--- src/rtl/sfrsc_pkg.sv ---
`timescale 1ns / 1ps
`default_nettype none
// ----------------------------------------------------------------------------
// sfrsc_pkg
// Shared widths, reset values and beat types of the frame receiver.
// ----------------------------------------------------------------------------
package sfrsc_pkg;

	localparam int BYTE_W  = 8;
	localparam int INDEX_W = 6;

	localparam logic [BYTE_W-1:0] START_RESET = 8'hC1;

	// frame buffer selector: the store holds two frames
	typedef logic buf_id_t;

	typedef struct packed {
		logic [BYTE_W-1:0]  frame_byte;
		logic [INDEX_W-1:0] byte_index;
		logic               frame_last;
	} frame_beat_t;

endpackage : sfrsc_pkg
`default_nettype wire

--- src/rtl/sfrsc_if.sv ---
`timescale 1ns / 1ps
`default_nettype none
// ----------------------------------------------------------------------------
// sfrsc channel interfaces
// Valid/ready channels for received bytes, checked frame beats and the
// start byte register write.
// ----------------------------------------------------------------------------
interface sfrsc_rx_if;
	logic       valid;
	logic       ready;
	logic [7:0] rx_byte;

	modport source (output valid, output rx_byte, input ready);
	modport sink   (input valid, input rx_byte, output ready);
endinterface : sfrsc_rx_if

interface sfrsc_frame_if;
	logic       valid;
	logic       ready;
	logic [7:0] frame_byte;
	logic [5:0] byte_index;
	logic       frame_last;

	modport source (output valid, output frame_byte, output byte_index,
		output frame_last, input ready);
	modport sink   (input valid, input frame_byte, input byte_index,
		input frame_last, output ready);
endinterface : sfrsc_frame_if

interface sfrsc_cfg_if;
	logic       valid;
	logic       ready;
	logic [7:0] start_byte;

	modport source (output valid, output start_byte, input ready);
	modport sink   (input valid, input start_byte, output ready);
endinterface : sfrsc_cfg_if
`default_nettype wire

--- src/rtl/sync_frame_receiver_sum_check_unit.sv ---
`timescale 1ns / 1ps
`default_nettype none
// ----------------------------------------------------------------------------
// sync_frame_receiver_sum_check_unit
// Fixed-length frame receiver with an additive checksum and a double
// buffered frame store.
// ----------------------------------------------------------------------------
//
//  channel  dir  beat carries                              handshake
//  -------  ---  ----------------------------------------  -----------
//  rx       in   rx_byte                                   valid/ready
//  frame    out  frame_byte, byte_index, frame_last        valid/ready
//  cfg      in   start_byte (always ready)                 valid/ready
//
//  Takes one rx beat per cycle while a frame buffer is free. A frame that
//  passes its sum leaves FRAME_LEN beats after its last byte, one per
//  cycle while the frame channel is ready; the drain of one buffer overlaps
//  the fill of the other. rx stalls only while both buffers wait to be drained.
//  Reset clears all control state; the store needs no clearing pass.
//  A stalled frame channel holds its beat and backs up into the store.
//
module sync_frame_receiver_sum_check_unit import sfrsc_pkg::*; #(
	parameter int FRAME_LEN = 16
) (
	input  wire logic     clk,
	input  wire logic     arst_n,
	sfrsc_rx_if.sink      rx,
	sfrsc_frame_if.source frame,
	sfrsc_cfg_if.sink     cfg
);

	localparam int ADDR_W = $clog2(FRAME_LEN) + 1;
	localparam int DEPTH  = 2 ** ADDR_W;

	logic [BYTE_W-1:0] start_byte_q;
	logic              buf_free;
	logic              wr_en;
	logic [ADDR_W-1:0] wr_addr;
	logic [BYTE_W-1:0] wr_data;
	logic              push_valid;
	buf_id_t           push_buf;
	logic              q_pop;
	logic              q_valid;
	buf_id_t           q_buf;
	logic [1:0]        q_count;
	logic              back_active;
	logic              rd_en;
	logic [ADDR_W-1:0] rd_addr;
	logic [BYTE_W-1:0] rd_data;
	frame_beat_t       out_beat;

	// Register write: take every beat at once.
	assign cfg.ready = 1'b1;

	always_ff @(posedge clk or negedge arst_n) begin
		if (!arst_n) begin
			start_byte_q <= START_RESET;
		end else if (cfg.valid) begin
			start_byte_q <= cfg.start_byte;
		end
	end

	// A buffer is owned by the drain side from its push until its last read
	// issues. Accept rx only while the fill side's buffer is not among them.
	assign buf_free = ({1'b0, q_count} + {2'b00, back_active}) < 3'd2;

	sfrsc_front #(
		.FRAME_LEN (FRAME_LEN)
	) u_front (
		.clk        (clk),
		.arst_n     (arst_n),
		.in_valid   (rx.valid),
		.in_byte    (rx.rx_byte),
		.in_ready   (rx.ready),
		.start_byte (start_byte_q),
		.buf_free   (buf_free),
		.wr_en      (wr_en),
		.wr_addr    (wr_addr),
		.wr_data    (wr_data),
		.push_valid (push_valid),
		.push_buf   (push_buf)
	);

	// Frame store: two buffers, each padded to a power of two.
	sfrsc_ram #(
		.WIDTH (BYTE_W),
		.DEPTH (DEPTH)
	) u_store (
		.clk   (clk),
		.we    (wr_en),
		.waddr (wr_addr),
		.wdata (wr_data),
		.re    (rd_en),
		.raddr (rd_addr),
		.rdata (rd_data)
	);

	sfrsc_queue u_queue (
		.clk        (clk),
		.arst_n     (arst_n),
		.push       (push_valid),
		.push_buf   (push_buf),
		.pop        (q_pop),
		.head_valid (q_valid),
		.head_buf   (q_buf),
		.count      (q_count)
	);

	sfrsc_back #(
		.FRAME_LEN (FRAME_LEN)
	) u_back (
		.clk        (clk),
		.arst_n     (arst_n),
		.head_valid (q_valid),
		.head_buf   (q_buf),
		.pop        (q_pop),
		.active     (back_active),
		.rd_en      (rd_en),
		.rd_addr    (rd_addr),
		.rd_data    (rd_data),
		.out_valid  (frame.valid),
		.out_beat   (out_beat),
		.out_ready  (frame.ready)
	);

	// Drive the output beat fields.
	assign frame.frame_byte = out_beat.frame_byte;
	assign frame.byte_index = out_beat.byte_index;
	assign frame.frame_last = out_beat.frame_last;

endmodule : sync_frame_receiver_sum_check_unit
`default_nettype wire

--- src/rtl/sfrsc_ram.sv ---
`timescale 1ns / 1ps
`default_nettype none
// ----------------------------------------------------------------------------
// sfrsc_ram
// Simple dual-port RAM, one write port, one read port with registered data.
// ----------------------------------------------------------------------------
module sfrsc_ram #(
	parameter int WIDTH = 8,
	parameter int DEPTH = 32
) (
	input  wire logic                     clk,
	input  wire logic                     we,
	input  wire logic [$clog2(DEPTH)-1:0] waddr,
	input  wire logic [WIDTH-1:0]         wdata,
	input  wire logic                     re,
	input  wire logic [$clog2(DEPTH)-1:0] raddr,
	output logic      [WIDTH-1:0]         rdata
);

	logic [WIDTH-1:0] mem_q [DEPTH];

	always_ff @(posedge clk) begin
		if (we) begin
			mem_q[waddr] <= wdata;
		end
		if (re) begin
			rdata <= mem_q[raddr];
		end
	end

endmodule : sfrsc_ram
`default_nettype wire

--- src/rtl/sfrsc_front.sv ---
`timescale 1ns / 1ps
`default_nettype none
// ----------------------------------------------------------------------------
// sfrsc_front
// Hunt for the start byte, fill the current buffer, check the sum.
// ----------------------------------------------------------------------------
module sfrsc_front import sfrsc_pkg::*; #(
	parameter int FRAME_LEN = 16
) (
	input  wire logic                         clk,
	input  wire logic                         arst_n,
	input  wire logic                         in_valid,
	input  wire logic [BYTE_W-1:0]            in_byte,
	output logic                              in_ready,
	input  wire logic [BYTE_W-1:0]            start_byte,
	input  wire logic                         buf_free,
	output logic                              wr_en,
	output logic [$clog2(FRAME_LEN):0]        wr_addr,
	output logic [BYTE_W-1:0]                 wr_data,
	output logic                              push_valid,
	output buf_id_t                           push_buf
);

	localparam int IDX_W = $clog2(FRAME_LEN);

	typedef enum logic [1:0] {
		ST_HUNT = 2'b01,
		ST_FILL = 2'b10
	} front_state_t;

	front_state_t      state_q;
	logic [IDX_W-1:0]  fill_q;
	logic [BYTE_W-1:0] sum_q;
	buf_id_t           wbuf_q;
	logic              accept;
	logic              at_last;
	logic              start_hit;

	assign in_ready  = buf_free;
	assign accept    = in_valid && in_ready;
	assign at_last   = (fill_q == IDX_W'(FRAME_LEN - 1));
	assign start_hit = (in_byte == start_byte);
	assign wr_addr   = {wbuf_q, fill_q};
	assign wr_data   = in_byte;
	assign push_buf  = wbuf_q;

	always_comb begin
		wr_en      = 1'b0;
		push_valid = 1'b0;
		if (accept) begin
			unique case (state_q)
				ST_HUNT: begin
					wr_en = start_hit;
				end
				ST_FILL: begin
					wr_en      = 1'b1;
					push_valid = at_last && (sum_q == in_byte);
				end
				default: begin
					wr_en = 1'b0;
				end
			endcase
		end
	end

	always_ff @(posedge clk or negedge arst_n) begin
		if (!arst_n) begin
			state_q <= ST_HUNT;
			fill_q  <= '0;
			sum_q   <= '0;
			wbuf_q  <= 1'b0;
		end else if (accept) begin
			unique case (state_q)
				ST_HUNT: begin
					// fill_q is zero while hunting, so the start byte lands at entry 0
					if (start_hit) begin
						state_q <= ST_FILL;
						fill_q  <= IDX_W'(1);
						sum_q   <= in_byte;
					end
				end
				ST_FILL: begin
					if (at_last) begin
						state_q <= ST_HUNT;
						fill_q  <= '0;
						sum_q   <= '0;
						if (push_valid) begin
							wbuf_q <= ~wbuf_q;
						end
					end else begin
						fill_q <= fill_q + IDX_W'(1);
						sum_q  <= sum_q + in_byte;
					end
				end
				default: begin
					state_q <= ST_HUNT;
				end
			endcase
		end
	end

endmodule : sfrsc_front
`default_nettype wire

--- src/rtl/sfrsc_queue.sv ---
`timescale 1ns / 1ps
`default_nettype none
// ----------------------------------------------------------------------------
// sfrsc_queue
// Two-entry queue of checked buffers waiting for the drain side.
// ----------------------------------------------------------------------------
module sfrsc_queue import sfrsc_pkg::*; (
	input  wire logic    clk,
	input  wire logic    arst_n,
	input  wire logic    push,
	input  wire buf_id_t push_buf,
	input  wire logic    pop,
	output logic         head_valid,
	output buf_id_t      head_buf,
	output logic [1:0]   count
);

	buf_id_t    slot_q [2];
	logic       wptr_q;
	logic       rptr_q;
	logic [1:0] count_q;

	assign head_valid = (count_q != 2'd0);
	assign head_buf   = slot_q[rptr_q];
	assign count      = count_q;

	always_ff @(posedge clk) begin
		if (push) begin
			slot_q[wptr_q] <= push_buf;
		end
	end

	always_ff @(posedge clk or negedge arst_n) begin
		if (!arst_n) begin
			wptr_q  <= 1'b0;
			rptr_q  <= 1'b0;
			count_q <= 2'd0;
		end else begin
			if (push) begin
				wptr_q <= ~wptr_q;
			end
			if (pop) begin
				rptr_q <= ~rptr_q;
			end
			count_q <= count_q + {1'b0, push} - {1'b0, pop};
		end
	end

endmodule : sfrsc_queue
`default_nettype wire

--- src/rtl/sfrsc_back.sv ---
`timescale 1ns / 1ps
`default_nettype none
// ----------------------------------------------------------------------------
// sfrsc_back
// Drain one checked buffer from the store into a two-beat output queue.
// ----------------------------------------------------------------------------
module sfrsc_back import sfrsc_pkg::*; #(
	parameter int FRAME_LEN = 16
) (
	input  wire logic                   clk,
	input  wire logic                   arst_n,
	input  wire logic                   head_valid,
	input  wire buf_id_t                head_buf,
	output logic                        pop,
	output logic                        active,
	output logic                        rd_en,
	output logic [$clog2(FRAME_LEN):0]  rd_addr,
	input  wire logic [BYTE_W-1:0]      rd_data,
	output logic                        out_valid,
	output frame_beat_t                 out_beat,
	input  wire logic                   out_ready
);

	localparam int IDX_W = $clog2(FRAME_LEN);

	typedef enum logic [1:0] {
		ST_IDLE = 2'b01,
		ST_EMIT = 2'b10
	} back_state_t;

	back_state_t      state_q;
	buf_id_t          rbuf_q;
	logic [IDX_W-1:0] pos_q;
	logic             rd_s1;
	logic [IDX_W-1:0] pos_s1;
	logic             last_s1;
	frame_beat_t      obuf_q [2];
	logic             owptr_q;
	logic             orptr_q;
	logic [1:0]       ocount_q;
	logic             opop;
	logic [2:0]       committed;
	logic             pos_last;

	assign pop      = (state_q == ST_IDLE) && head_valid;
	assign active   = (state_q == ST_EMIT);
	assign pos_last = (pos_q == IDX_W'(FRAME_LEN - 1));
	assign rd_addr  = {rbuf_q, pos_q};

	assign out_valid = (ocount_q != 2'd0);
	assign out_beat  = obuf_q[orptr_q];
	assign opop      = out_valid && out_ready;

	// slots already spoken for after this edge: queued beats plus a read in flight
	assign committed = {1'b0, ocount_q} + {2'b00, rd_s1} - {2'b00, opop};
	assign rd_en     = active && (committed < 3'd2);

	always_ff @(posedge clk) begin
		if (rd_en) begin
			pos_s1  <= pos_q;
			last_s1 <= pos_last;
		end
		if (rd_s1) begin
			obuf_q[owptr_q] <= '{frame_byte: rd_data,
				byte_index: INDEX_W'(pos_s1), frame_last: last_s1};
		end
	end

	always_ff @(posedge clk or negedge arst_n) begin
		if (!arst_n) begin
			state_q  <= ST_IDLE;
			rbuf_q   <= 1'b0;
			pos_q    <= '0;
			rd_s1    <= 1'b0;
			owptr_q  <= 1'b0;
			orptr_q  <= 1'b0;
			ocount_q <= 2'd0;
		end else begin
			rd_s1 <= rd_en;
			unique case (state_q)
				ST_IDLE: begin
					if (head_valid) begin
						state_q <= ST_EMIT;
						rbuf_q  <= head_buf;
						pos_q   <= '0;
					end
				end
				ST_EMIT: begin
					if (rd_en) begin
						pos_q <= pos_q + IDX_W'(1);
						if (pos_last) begin
							state_q <= ST_IDLE;
						end
					end
				end
				default: begin
					state_q <= ST_IDLE;
				end
			endcase
			if (rd_s1) begin
				owptr_q <= ~owptr_q;
			end
			if (opop) begin
				orptr_q <= ~orptr_q;
			end
			ocount_q <= ocount_q + {1'b0, rd_s1} - {1'b0, opop};
		end
	end

endmodule : sfrsc_back
`default_nettype wire

--- src/flat_wrapper.sv ---
// flat-port wrapper written by rule: the top's interface ports become plain ports
module sync_frame_receiver_sum_check_unit_flat import sfrsc_pkg::*;
#(
	parameter int FRAME_LEN = 16
)
  (clk, arst_n, rx_valid, rx_rx_byte, rx_ready, frame_valid, frame_frame_byte, frame_byte_index, frame_frame_last, frame_ready, cfg_valid, cfg_start_byte, cfg_ready);
  sfrsc_rx_if rx_i ();
  sfrsc_frame_if frame_i ();
  sfrsc_cfg_if cfg_i ();
  input  wire logic clk;
  input  wire logic arst_n;
  input wire logic [$bits(rx_i.valid)-1:0] rx_valid;
  input wire logic [$bits(rx_i.rx_byte)-1:0] rx_rx_byte;
  output wire logic [$bits(rx_i.ready)-1:0] rx_ready;
  output wire logic [$bits(frame_i.valid)-1:0] frame_valid;
  output wire logic [$bits(frame_i.frame_byte)-1:0] frame_frame_byte;
  output wire logic [$bits(frame_i.byte_index)-1:0] frame_byte_index;
  output wire logic [$bits(frame_i.frame_last)-1:0] frame_frame_last;
  input wire logic [$bits(frame_i.ready)-1:0] frame_ready;
  input wire logic [$bits(cfg_i.valid)-1:0] cfg_valid;
  input wire logic [$bits(cfg_i.start_byte)-1:0] cfg_start_byte;
  output wire logic [$bits(cfg_i.ready)-1:0] cfg_ready;
  assign rx_i.valid = rx_valid;
  assign rx_i.rx_byte = rx_rx_byte;
  assign rx_ready = rx_i.ready;
  assign frame_valid = frame_i.valid;
  assign frame_frame_byte = frame_i.frame_byte;
  assign frame_byte_index = frame_i.byte_index;
  assign frame_frame_last = frame_i.frame_last;
  assign frame_i.ready = frame_ready;
  assign cfg_i.valid = cfg_valid;
  assign cfg_i.start_byte = cfg_start_byte;
  assign cfg_ready = cfg_i.ready;
  sync_frame_receiver_sum_check_unit #(.FRAME_LEN(FRAME_LEN)) u_core (.clk(clk), .arst_n(arst_n), .rx(rx_i), .frame(frame_i), .cfg(cfg_i));
endmodule
--- config.mk ---
export PLATFORM = sky130hd
export DESIGN_NAME = sync_frame_receiver_sum_check_unit_flat
export DESIGN_NICKNAME = d
export VERILOG_FILES = /design/src/rtl/sfrsc_pkg.sv /design/src/rtl/sfrsc_if.sv /design/src/rtl/sync_frame_receiver_sum_check_unit.sv /design/src/rtl/sfrsc_ram.sv /design/src/rtl/sfrsc_front.sv /design/src/rtl/sfrsc_queue.sv /design/src/rtl/sfrsc_back.sv /design/src/flat_wrapper.sv
export SDC_FILE = /design/constraint.sdc
export NUM_CORES = 1
export LEC_CHECK = 0
export BUFFER_PORTS_ARGS = -buffer_cell sky130_fd_sc_hd__clkbuf_2
export CELL_PAD_IN_SITES_DETAIL_PLACEMENT = 0
export CELL_PAD_IN_SITES_GLOBAL_PLACEMENT = 2
export CORE_ASPECT_RATIO = 1.4
export CORE_MARGIN = 5
export CORE_UTILIZATION = 40
export CTS_CLUSTER_SIZE = 28
export DETAILED_ROUTE_END_ITERATION = 16
export PLACE_DENSITY_LB_ADDON = 0.1
export SKIP_LAST_GASP = 1
export SYNTH_ARGS = -nofsm -noshare
export SYNTH_HDL_FRONTEND = slang
export SYNTH_SLANG_ARGS = --single-unit
--- constraint.sdc ---
create_clock -name clk -period 3.7 [get_ports clk]
set_input_delay 0.185 -clock clk [delete_from_list [all_inputs] [get_ports clk]]
set_output_delay 0.185 -clock clk [all_outputs]
set_load 0.01 [all_outputs]
-- Yosys cells after proc, flatten, opt, wreduce, memory -nomap -nowiden
Memory sizes are Yosys's and may differ from the RTL's. A register that Yosys moved wholly into a read port is not among the register bits.
Cells that the tools add are included.
- flip-flop bits (word level): 43
- memory bits (writable): 284
- bits of input ports: 21
- output and inout port bits: 18
- logic and storage cells: 91
- memories: 3
- $add $sub $neg: 10
- order comparisons: 2
- eq/ne operators: 13
- mux-type cells: 26
- bitwise operators: 5
- reductions and logical operators: 16
- memory list (name ; words ; width ; read ports ; clocked after Yosys merged registers in ; write ports ; line ; text):
    u_core.u_store.mem_q ; 32 ; 8 ; 1 ; 1 ; 1 ; sfrsc_ram.sv:20 ; logic [WIDTH-1:0] mem_q [DEPTH];
    u_core.u_back.obuf_q ; 2 ; 13 ; 1 ; 0 ; 1 ; sfrsc_back.sv:37 ; frame_beat_t obuf_q [2];
    u_core.u_queue.slot_q ; 2 ; 1 ; 1 ; 1 ; 1 ; sfrsc_queue.sv:18 ; buf_id_t slot_q [2];
- operators with widths (operator ; number):
    == test 8 bit ; 2
    2-to-1 mux 4 bit ; 4
    2-to-1 mux 8 bit ; 2
    case mux 4 bit (2 select lines) ; 2
    case mux 8 bit (2 select lines) ; 1
    AND reduction 3 bit ; 4
    2-to-1 mux 2 bit ; 5
    inequality test 2 bit, second input constant ; 5
    2-to-1 mux 1 bit ; 9
    adder 4 x 1 -> 4 bit, second input constant ; 2
    adder 8 bit ; 1
    == test 4 bit, second input constant ; 2
    case mux 2 bit (2 select lines) ; 2
    nonzero test 2 bit ; 4
    adder 2 x 1 -> 3 bit ; 2
    < comparator 3 x 2 -> 1 bit, second input constant ; 2
    logical AND 1 bit ; 5
    inverter 1 bit ; 5
    adder 2 x 1 -> 2 bit ; 2
    == test 2 x 1 -> 1 bit, second input constant ; 2
    == test 2 bit, second input constant ; 2
    AND reduction 4 bit ; 1
    subtractor 2 x 1 -> 2 bit ; 2
    subtractor 3 x 1 -> 3 bit ; 1
    3 further kinds ; 3

-- Depth between registers and ports, before layout
- depth in word-level cells: 7
- mapped depth: 13
- mapped depth without buffers: 13

-- By module
A second synthesis with hierarchy kept.
- cell total of the unflattened synthesis: 708
- area total of the unflattened synthesis: 13805.7 µm²
- modules (own cells, without submodules) (module ; instances ; cells each ; area each (µm²) ; seq. area each (µm²)):
    sfrsc_ram ; 1 ; 417 ; 10133.5 ; 7927.6
    sfrsc_back ; 1 ; 103 ; 1717.9 ; 1232.4
    sfrsc_front ; 1 ; 151 ; 1338.8 ; 376.6
    sync_frame_receiver_sum_check_unit ; 1 ; 20 ; 351.6 ; 203.9
    sfrsc_queue ; 1 ; 17 ; 264.0 ; 160.2

-- Worst setup path before layout
No wires, ideal clock.
- kind: flip-flop to flip-flop
- start point: register u_core.u_back.ocount_q[1]
- end point: register u_core.u_back.pos_q[3]
- library setup time: 0.119 ns
- arrival time: 3.074 ns
- data required time: 3.581 ns
- path slack: 0.507 ns
- cell stages (with the launch flop): 13
- buffers on the path: 0
- clock period less this slack: 3.193 ns
- cells stage by stage: dfrtp_1 inv_1 nand2_1 and2_1 ha_1 inv_1 ha_1 fa_1 nand2b_1 nor2_1 and4_1 xnor2_1 nor2_1
- cells in the longest elaborated chain, start to end: 7
- elaborated cells on any way between the ends: 8
- classes of those cells: 2 x add/sub; 1 x order compare; 1 x eq/ne; 4 x reduce/logical
- RTL lines (item ; line ; text):
    start, declared ; sfrsc_back.sv:40 ; logic [1:0] ocount_q;
    start signal, assigned ; sfrsc_back.sv:106 ; ocount_q <= ocount_q + {1'b0, rd_s1} - {1'b0, opop};
    nonzero test 2 bit ; sfrsc_back.sv:50 ; assign out_valid = (ocount_q != 2'd0);
    via frame_valid ; flat_wrapper.sv:15 ; output wire logic [$bits(frame_i.valid)-1:0] frame_valid;
    logical AND 1 bit ; sfrsc_back.sv:52 ; assign opop = out_valid && out_ready;
    via u_core.u_back.opop ; sfrsc_back.sv:41 ; logic opop;
    subtractor 3 x 1 -> 3 bit ; sfrsc_back.sv:55 ; assign committed = {1'b0, ocount_q} + {2'b00, rd_s1} - {2'b00, opop};
    via u_core.u_back.committed[1] ; sfrsc_back.sv:42 ; logic [2:0] committed;
    < comparator 3 x 2 -> 1 bit ; sfrsc_back.sv:56 ; assign rd_en = active && (committed < 3'd2);
    logical AND 1 bit ; sfrsc_back.sv:56 ;
    via u_core.rd_en ; sync_frame_receiver_sum_check_unit.sv:47 ; logic rd_en;
    inequality test 2 bit (no source line) ; - ;
    AND reduction 3 bit (no source line) ; - ;
    end signal, assigned ; sfrsc_back.sv:90 ; pos_q <= pos_q + IDX_W'(1);
    end, declared ; sfrsc_back.sv:33 ; logic [IDX_W-1:0] pos_q;
The timed path passes the listed nets, and every way through them passes these cells.
A chain may end at the register's enable or synchronous reset.

-- Worst setup path in the final report
- start point: register u_core.u_front.state_q[0]
- end point: register u_core.u_queue.count_q[1], in the netlist u_core.u_queue.count[1]
- cells in the longest elaborated chain, start to end: 5
- RTL lines (item ; line ; text):
    start, declared ; sfrsc_front.sv:31 ; front_state_t state_q;
    start signal, assigned ; sfrsc_front.sv:68 ; state_q <= ST_HUNT;
    start signal, assigned ; sfrsc_front.sv:77 ; state_q <= ST_FILL;
    start signal, assigned ; sfrsc_front.sv:84 ; state_q <= ST_HUNT;
    == test 2 bit ; sfrsc_front.sv:51 ; unique case (state_q)
    2-to-1 mux 1 bit ; sfrsc_front.sv:51 ;
    2-to-1 mux 1 bit ; sfrsc_front.sv:50 ; if (accept) begin
    adder 2 x 1 -> 2 bit ; sfrsc_queue.sv:45 ; count_q <= count_q + {1'b0, push} - {1'b0, pop};
    subtractor 2 x 1 -> 2 bit ; sfrsc_queue.sv:45 ;
    end signal, assigned ; sfrsc_queue.sv:45 ;
    end, declared ; sfrsc_queue.sv:21 ; logic [1:0] count_q;
Every way passes these cells.

==> metrics.txt <==
vias per cell=5.343; GP Congestion=0.8686; power share of the clock group=36.0%; CP startpoint=u_core.u_front.state_q[0]$_DFFE_PN1P_; Seq pwr share=48.5%; worst hold stages=2; nets=922; Critical Path RT=4130 ps; largest net degree at the start of global routing=46; Routed WL=33310 um; Switch Pwr=2.404 mW; fin. max-slew vios=0; ANT cells=0; H-tree levels=2; placed cell count=1285; Peak VDD IR=0.2704 mV; sequential area share after synthesis=72.60%; DRT antenna net count=0; WL per Instance=24.57 um; Vert. Die Dim=228.5 um; PD cells=592.6 mW/mm2; fmax=0.3244 GHz; status=completed; Synth Area in XOR/XNOR=1.606%; mux share of post-synthesis cell area=12.08%; worst clock skew=21.93 ps; PostCTS Resize Cnt=0; Synth Area in Simple Gates=4.257%; I/O Buffers=35; I/O pins=39; clock-pin slew on the worst setup and hold paths=60 ps; Final min period=3083 ps; fin cells=1356; total of max-cap violations=0; CTS tree=done; type of the worst setup path=reg2reg; CTS root buf=clkbuf_16; switching share of power=25.68%; core footprint=0.03393 mm2; R2R Setup Slk=620 ps; die area=0.03794 mm2; hold path start=cfg_valid; CTS Buf Count=35; setup TNS=0 ps; latest clock arrival within the worst-skew pair=520 ps; type of origin of the critical path=register; worst slew pin tran=1200 ps; CTS Hold Bufs=10; vias in the first global route=7698; CP Max Fanout=14; WP data arrival=3510 ps; FF-to-FF path depth=12; grt total ovfl=0; final hold violation count=0; Pre-antenna DRT Iters=4; # clock sinks=336; Area Overhead vs Synth=15.85%; DP Area=0.01460 mm2; post-synthesis compound-gate area fraction=5.634%; HPWL after DPL=22460 um; Mapped Cells=786; Lkg Pwr=5.285 nW; Clock Tree Buf Depth=3; fin util=46.56%; starting density of the core=40.19%; Synth Warn #=0; RR Startpoint=u_core.u_front.state_q[0]$_DFFE_PN1P_; FF+latch count, synth=336; Netlist Area Pre-Place=0.01364 mm2; Worst Setup End Kind=register; ys async rst share=11.61%; RSZ-0062 raised after global routing=no; Total GRT Usage=17.43%; final setup vio count=0; post-CTS setup buffers=0; internal power=6.958 mW; Worst slew margin=20.02%; Vias=7245; Post-synth EDFFs=297; initial drt markers=486; Design Area, Final=0.01580 mm2; Main synth FF type=edfxtp_1; library cells used by synthesis=49; largest family of logic cells by synthesized area=multiplexers; combinational power share=15.5%; Cell Rows=80; first-pass GRT wire length=49740 um; antenna violations before repair=1; layout cells sized above 1=22.98%; drc violations=0; Post-Syn Area per Cell=17.35 um2; Post-Synth Adder-Cell Area=1.945%; Final period util=83.32%; die width=166.1 um; Hold Crit Class=in2reg
-- registers in the layout, summed over array words and instances, names as in the netlist, 4 cells and up --
register,cells
u_core.u_store.rdata,8
u_core.u_back.pos_q,4
u_core.u_back.pos_s1,4
u_core.u_front.fill_q,4
u_core.u_front.sum_q,8
u_core.u_store.mem_q,256
u_core.u_back.obuf_q,26
u_core.start_byte_q,8
-- cell type report --
class | count | area (um2)
fill | 2884 | 18130
sequential | 336 | 9906
multi-input combinational | 393 | 3492
clock buffer | 43 | 948.4
timing repair buffer | 95 | 663.1
tap | 451 | 564.3
clock inverter | 18 | 150.1
inverter | 20 | 75.07
-- metrics by stage --
step	hold slack [ps]	power [mW]	setup slack, ps
6_report	100.1	9.362	617.2
5_1_grt	108.7	9.777	348.9
4_1_cts	81.07	9.497	564.8
3_5_place_dp	286.0	6.098	583.8
3_3_place_gp	272.2	6.070	625.7
2_1_floorplan	-110.6	5.558	506.9
-- layer usage --
layer	global-route usage (%)	wire [um]	up-vias
li1	-	-	3295
met1	20.83	13090	3767
met2	32.56	18350	135
met3	2.595	1060	46
met4	4.978	799	2
met5	0	8	-
-- cell usage in the layout (no fill, tap or decap), types with 3 or more instances in the layout --
cell,n
a211oi_1,10
a21o_1,10
a21oi_1,18
and2_1,5
and3_1,4
buf_4,49
clkbuf_1,6
clkbuf_16,37
clkbuf_2,35
clkinv_1,4
clkinv_2,7
clkinvlp_4,3
conb_1,3
dfrtp_1,32
dfstp_2,5
dlygate4sd3_1,10
edfxtp_1,297
ha_1,18
inv_1,20
mux2_2,21
mux2i_1,51
mux4_2,40
nand2_1,28
nand2b_1,6
nand3_1,14
nor2_1,44
nor2b_1,4
nor3_1,4
nor4_1,5
o21ai_0,16
o221ai_1,25
o22ai_1,16
or3_1,4
xnor2_1,10
xor2_1,15
-- worst max-delay path, stage by stage (launching register included) --
cell	delay (ps)
dfstp_2	370
inv_1	60
ha_1	440
inv_1	250
nor4_1	310
nand2_1	140
nor4_2	480
inv_1	120
ha_1	290
inv_1	40
ha_1	200
xnor2_1	160
xnor2_1	130
-- Yosys cell counts (all sizes together) (19+ instances only) --
| library cell | number | area share (%) |
|---|---|---|
| mux4 | 40 | 6.6 |
| mux2 | 21 | 1.7 |
| inv | 20 | 0.55 |
| o221ai | 25 | 1.6 |
| mux2i | 51 | 3.7 |
| buf | 19 | 0.74 |
| nor2 | 44 | 1.2 |
| clkbuf | 19 | 0.52 |
| a21oi | 19 | 0.72 |
| nand2 | 28 | 0.77 |
| dfrtp | 34 | 6.2 |
| edfxtp | 297 | 65 |
-- power by group through the flow --
stage	Clock (mW)	Sequential, mW	Combinational [mW]
after global routing	3.62	4.57	1.58
final	3.37	4.54	1.45
after global placement	0	4.61	1.46
after CTS	3.46	4.54	1.49
after floorplan	0	4.51	1.05
after detailed placement	0	4.62	1.47
-- worst paths after layout --
kind	end
worst max-delay path	u_core.u_queue.count[1]$_DFF_PN0_
worst min-delay path	u_core.start_byte_q[0]$_DFFE_PN1P_
worst max register to register	u_core.u_queue.count[1]$_DFF_PN0_
worst min register to register	u_core.u_back.obuf_q[1][2]$_DFFE_PP_
max in group asynchronous	u_core.u_back.pos_q[0]$_DFFE_PN0P_
min in group asynchronous	u_core.start_byte_q[5]$_DFFE_PN0P_
-- logic make-up after synthesis --
logic type	after synthesis
other cells	2
xor+xnor	25
flops	336
fa+ha+maj	20
compound gates	110
buf+inv	58
mux	112
simple gates	123
(Power assumes the default switching activity.)
